`src/hdl/jet_pkg.sv`:
```
// shared types, register codes and saturation helper for the julia escape time pixel engine
package jet_pkg;

    localparam int WORD_W    = 32;
    localparam int COUNT_W   = 12;
    localparam int PROD_W    = 64;
    localparam int SUM_W     = 66;
    localparam int CFG_IDX_W = 3;

    localparam logic [CFG_IDX_W-1:0] REG_CORNER_REAL = 3'd0;
    localparam logic [CFG_IDX_W-1:0] REG_CORNER_IMAG = 3'd1;
    localparam logic [CFG_IDX_W-1:0] REG_STEP_REAL   = 3'd2;
    localparam logic [CFG_IDX_W-1:0] REG_STEP_IMAG   = 3'd3;
    localparam logic [CFG_IDX_W-1:0] REG_SEED_REAL   = 3'd4;
    localparam logic [CFG_IDX_W-1:0] REG_SEED_IMAG   = 3'd5;
    localparam logic [CFG_IDX_W-1:0] REG_ITER_LIMIT  = 3'd6;

    localparam logic [COUNT_W-1:0] LIMIT_RESET = 12'd255;

    typedef struct packed {
        logic capture;
        logic init_mul;
        logic init_add;
        logic iter_mul;
        logic iter_upd;
        logic mark_escape;
        logic load_out;
    } jet_cmd_t;

    typedef struct packed {
        logic at_limit;
        logic escape;
    } jet_status_t;

    function automatic logic signed [WORD_W-1:0] sat_word(input logic signed [SUM_W-1:0] v);
        logic signed [WORD_W-1:0] res;
        if (v[SUM_W-1:WORD_W-1] == '0 || v[SUM_W-1:WORD_W-1] == '1)
            res = v[WORD_W-1:0];
        else if (v[SUM_W-1])
            res = {1'b1, {(WORD_W-1){1'b0}}};
        else
            res = {1'b0, {(WORD_W-1){1'b1}}};
        return res;
    endfunction

endpackage

```
`src/hdl/jet_ctrl.sv`:
```
// sequencing state machine for start point, iteration and result handoff
module jet_ctrl
(
    input  logic                 clk,
    input  logic                 rst_n,
    input  logic                 in_valid,
    output logic                 in_stall,
    output logic                 out_valid,
    input  logic                 out_stall,
    input  jet_pkg::jet_status_t status,
    output jet_pkg::jet_cmd_t    cmd
);
    import jet_pkg::*;

    localparam logic [2:0] S_IDLE     = 3'd0;
    localparam logic [2:0] S_INIT_MUL = 3'd1;
    localparam logic [2:0] S_INIT_ADD = 3'd2;
    localparam logic [2:0] S_ITER_MUL = 3'd3;
    localparam logic [2:0] S_ITER_UPD = 3'd4;
    localparam logic [2:0] S_FINISH   = 3'd5;

    logic [2:0] state_reg;
    logic [2:0] state_next;
    logic       out_valid_reg;
    logic       out_valid_next;

    assign in_stall  = (state_reg != S_IDLE);
    assign out_valid = out_valid_reg;

    always_comb
    begin
        state_next     = state_reg;
        out_valid_next = out_valid_reg && out_stall;
        cmd            = '0;
        unique case (state_reg)
            S_IDLE:
            begin
                if (in_valid)
                begin
                    cmd.capture = 1'b1;
                    state_next  = S_INIT_MUL;
                end
            end
            S_INIT_MUL:
            begin
                cmd.init_mul = 1'b1;
                state_next   = S_INIT_ADD;
            end
            S_INIT_ADD:
            begin
                cmd.init_add = 1'b1;
                state_next   = S_ITER_MUL;
            end
            S_ITER_MUL:
            begin
                if (status.at_limit)
                    state_next = S_FINISH;
                else
                begin
                    cmd.iter_mul = 1'b1;
                    state_next   = S_ITER_UPD;
                end
            end
            S_ITER_UPD:
            begin
                if (status.escape)
                begin
                    cmd.mark_escape = 1'b1;
                    state_next      = S_FINISH;
                end
                else
                begin
                    cmd.iter_upd = 1'b1;
                    state_next   = S_ITER_MUL;
                end
            end
            S_FINISH:
            begin
                if (!out_valid_reg || !out_stall)
                begin
                    cmd.load_out   = 1'b1;
                    out_valid_next = 1'b1;
                    state_next     = S_IDLE;
                end
            end
            default:
            begin
                state_next = S_IDLE;
            end
        endcase
    end

    always_ff @(posedge clk or negedge rst_n)
    begin
        if (!rst_n)
        begin
            state_reg     <= S_IDLE;
            out_valid_reg <= 1'b0;
        end
        else
        begin
            state_reg     <= state_next;
            out_valid_reg <= out_valid_next;
        end
    end

endmodule

```
`config.mk`:
```
export PLATFORM = sky130hd
export DESIGN_NAME = jet_ctrl
export DESIGN_NICKNAME = d
export VERILOG_FILES = /design/src/hdl/jet_pkg.sv /design/src/hdl/jet_ctrl.sv
export SDC_FILE = /design/constraint.sdc
export NUM_CORES = 1
export LEC_CHECK = 0
export BUFFER_PORTS_ARGS = -buffer_cell sky130_fd_sc_hd__buf_2
export CORE_AREA = 2 2 39 41
export CTS_CLUSTER_DIAMETER = 150
export DETAILED_ROUTE_END_ITERATION = 8
export DIE_AREA = 0 0 41 43
export PLACE_DENSITY = 0.52
export SLEW_MARGIN = 20
export SYNTH_ARGS = -nofsm -noshare
export SYNTH_HDL_FRONTEND = slang
export SYNTH_SLANG_ARGS = --single-unit
export TNS_END_PERCENT = 5
```
`constraint.sdc`:
```
create_clock -name clk -period 1.38 [get_ports clk]
set_input_delay 0.207 -clock clk [delete_from_list [all_inputs] [get_ports clk]]
set_output_delay 0.207 -clock clk [all_outputs]
set_load 0.02 [all_outputs]
```
Word level (Yosys, flattened, before mapping) --
Index checks and enable logic that the tools add are counted.
Storage, ports and cells: word-level logic and storage cells 34, input port bits 6, register bits 4
Operators by class: reductions and logical operators 7, eq/ne operators 7, mux-type cells 18
Operators by type and width (count):
- $pmux 3 s6 | 1
- $mux 1 | 13
- $mux 3 | 3
- $eq 3x2->1 const B | 2
- $eq 3x3->1 const B | 2
- $ne 2x2->1 const B | 2
- $eq 3x1->1 const B | 1
- $logic_not 3->1 | 1
- $reduce_bool 3->1 | 1
- $logic_not 1->1 | 2
- $mux 2 | 1
- $reduce_and 2->1 | 1
- $logic_and 1x1->1 | 1
- $logic_or 1x1->1 | 1

Logic depth before layout (Yosys ltp) --
depth after elaboration 4, mapped depth 3, gate-level depth less buffers 3

Worst setup path before layout --
Ideal clock, no wire load.
path kind register to register, from reg state_reg[0], to reg state_reg[1], data required time 1.312 ns, stages on the path, launching flop included 3, setup time 0.068 ns, buffers on the path 0, clock period less this slack 1.537 ns, data arrival time 1.468 ns, path slack -0.157 ns, path through dfrtp_1 -> nor4b_1 -> or3_1
Between the ends: word-level cells in the longest chain between the ends 3, elaborated cells between the ends (all ways) 10, classes of those cells eq/ne: 7; mux: 1; reduce/logical: 2
Ends and longest elaborated chain:
- start: declaration | RTL line jet_ctrl.sv:22 | logic [2:0] state_reg;
- start signal: assignment | RTL line jet_ctrl.sv:102 | state_reg <= state_next;
- $eq 3x3->1 or $logic_not 3->1 (tied branches) | RTL line jet_ctrl.sv:35 | unique case (state_reg)
- $ne 2x2->1 (no line)
- $reduce_and 2->1 (no line)
Several ways; a longest one is shown, not always the timed one. A chain may end at the register's enable or synchronous reset.

==> results.py <==
metrics = {
    "clocking": {
        "tritoncts": "yes",
        "numCtsBuffers": 3,
        "cts.sinks": 4,
        "clock_path_buffers": 2,
        "clk_latency_ps": 230,
        "cts_root_buf": "clkbuf_4",
        "cts.reportedPaths.clkPinSlew_ps": 40,
        "h-tree-depth": 1,
    },
    "cells_and_area": {
        "largest_reg_flops": 3,
        "design_area_um2": 438,
        "syn_to_final_growth_pct": 84.2,
        "antennaDiodeCount": 0,
        "final_cell_mix": "buf_2, buf_4, nand2_1, clkbuf_4",
        "final_layout_size_suffix_gt1_frac": 0.592,
        "layoutNonFillerInstCount": 65,
        "fin_nets": 57,
    },
    "global_routing": {
        "antenna_found_initial": 0,
        "grtUsageMet3": 0.0524,
        "globalRouteOverflowTotal": 0,
        "gr-usage-met1": 0.107,
        "grt_usage": 0.0926,
        "grt_pass1_wl_um": 1000,
        "use_met2": 0.106,
        "grt_max_degree": 10,
        "grt_pass1_vias": 245,
        "grt_busiest_layer": "met1",
    },
    "die": {
        "initial_core_util": 0.172,
        "ios": 15,
        "core_um2": 1380,
        "die_height_um": 43,
        "die-area_um2": 1760,
        "fp.dieW_um": 41,
        "row_count": 14,
    },
    "synth": {
        "synth_seq_cells": 4,
        "synth_fa_ha_area_frac": 0,
        "seq_area_frac_synth": 0.421,
        "syn-mean-instance-area_um2": 8.80,
        "yosys_warnings": 0,
        "synth_cells": 27,
        "synth_top_family_by_area": "simple AND/OR/NAND/NOR gates",
        "yosys.area_share.simple": 0.437,
        "synth_compound_area_frac": 0.126,
        "synth_mux_area_frac": 0,
        "yosysUniqueCellTypes": 18,
        "synth_xor_area_frac": 0,
        "syn_area_um2": 238,
        "syn_nets": 33,
    },
    "hold_path": {
        "worst_hold_path_type": "in -> reg",
    },
    "sta": {
        "finalCritPeriodShare": 1.08,
        "rsz0062_at_grt": "true",
        "setup_slack_ps": -117,
        "fin_skew_ps": 3.56,
        "maxSlewViolCount": 0,
        "relSlewSlack": 0.856,
        "worstMarginPinSlew_ps": 216,
        "hold_viol": 0,
        "max_freq_mhz": 668,
        "setup_viol": 7,
        "min_period_ps": 1500,
    },
    "critical_path": {
        "worstPathMaxFanout": 7,
        "critPathRequiredTime_ps": 1170,
        "cp.arrival_ps": 1290,
        "worstSetupEndpointType": "primary output",
        "path_cells": "or3_1, nor2_1, buf_4",
        "start_kind": "register",
        "cp_slowest_cell": "dfrtp_2",
        "cpPeakStageDelay_ps": 430,
        "crit_type": "reg -> out",
    },
    "detailed_routing": {
        "first_iter_violations": 0,
        "vias": 274,
        "routed_via_density": 4.22,
        "ant_nets": 0,
        "routed_wl_um": 641,
        "first_pass_iters": 1,
        "post_drt_wl_per_cell_um": 9.86,
        "drc": 0,
    },
    "status": {
        "status": "complete, but fails checks",
        "failed_checks": "negative setup slack",
    },
    "placement": {
        "dp_slack_ps": 79.6,
        "dp_hpwl_um": 437,
        "dp.cells": 58,
        "place_congestion": 0.702,
        "dpl_cell_area_um2": 342,
        "io_buffers": 14,
    },
    "power_and_ir_drop": {
        "vdd_drop_max_mv": 0.749,
        "p_per_area_nw_per_um2": 2240,
        "p_leak_nw": 0.225,
    },
    "flow_run": {
        "cap_violations": 0,
    },
}
## through the flow
step / util / TNS (ps) / power, mW / hold WS, ps
6_report: 0.316 / -464 / 0.981 / 200
5_1_grt: 0.316 / -987 / 1.06 / 207
4_1_cts: 0.300 / -572 / 0.943 / 190
3_5_place_dp: 0.247 / 0 / 0.683 / 16.2
3_3_place_gp: 0.247 / 0 / 0.688 / 17.8
2_1_floorplan: - / -86.1 / 0.532 / -88.6
## repair_timing
item / 4_1_cts / 5_1_grt
setup buffers: 3 / 0
resized for setup: 8 / 5
pin swaps: 1 / 1
hold buffers: 1 / 0
hold endpoints to repair: 4 / 0
endpoints found under the setup margin: 8 / 8
## power breakdown
group	leakage (nW)	internal, mW	switching, mW
clock network	0.0138	0.0972	0.0462
logic	0.162	0.297	0.298
registers	0.0487	0.173	0.0704
## final timing paths
kind                                             to                     start  cells past startpoint  slack (ps)
setup / recovery                             cmd[6]  state_reg[1]$_DFFE_PN0P_                      3        -120
hold / removal                  out_valid$_DFF_PN0_                 out_stall                      3         200
setup reg to reg           state_reg[1]$_DFFE_PN0P_  state_reg[1]$_DFFE_PN0P_                      3         180
hold reg to reg                 out_valid$_DFF_PN0_       out_valid$_DFF_PN0_                      2         510
max in group asynchronous  state_reg[1]$_DFFE_PN0P_                     rst_n                      2         940
min in group asynchronous       out_valid$_DFF_PN0_                     rst_n                      2         310
## layer usage
layer  vias to the layer above  share of wire  wire (µm)
li1                        142              -          -
met1                       117           0.44        284
met2                        13           0.44        285
met3                         2          0.087         56
met4                         0          0.022         14
met5                         -              0          0
## cells in the mapped netlist (all sizes together)
library cell	count	area, µm²
nor4b	1	8.76
and3	1	7.51
inv	1	3.75
nor2	4	17.5
nand3	1	5.00
nand2b	1	6.26
or3	2	12.5
nand2	3	11.3
a21o	1	7.51
o211ai	1	7.51
a21oi	1	5.00
nor3b	1	7.51
or2b	1	11.3
and2b	1	8.76
dfrtp	4	100
nand3b	1	7.51
o21ai	2	10.0
## area by class of cell
type | count | area (µm²)
clock buffer | 3 | 22.5
inverter | 1 | 3.75
fill | 153 | 946
timing repair buffer | 19 | 133
sequential | 4 | 103
multi-input combinational | 22 | 156
tap | 16 | 20.0
## worst max-delay path: cells and delay by family, from the launching register on
kind	cells	cell delay [ps]
buf+inv	1	140
flops	1	430
simple gates	2	490
## cell families (layout without fill, tap and decap cells)
logic type / Yosys count / after routing
simple gates: 17 / 17
buf+inv: 1 / 23
flops: 4 / 4
compound gates: 5 / 5
Power figures use the tool's default switching activity.
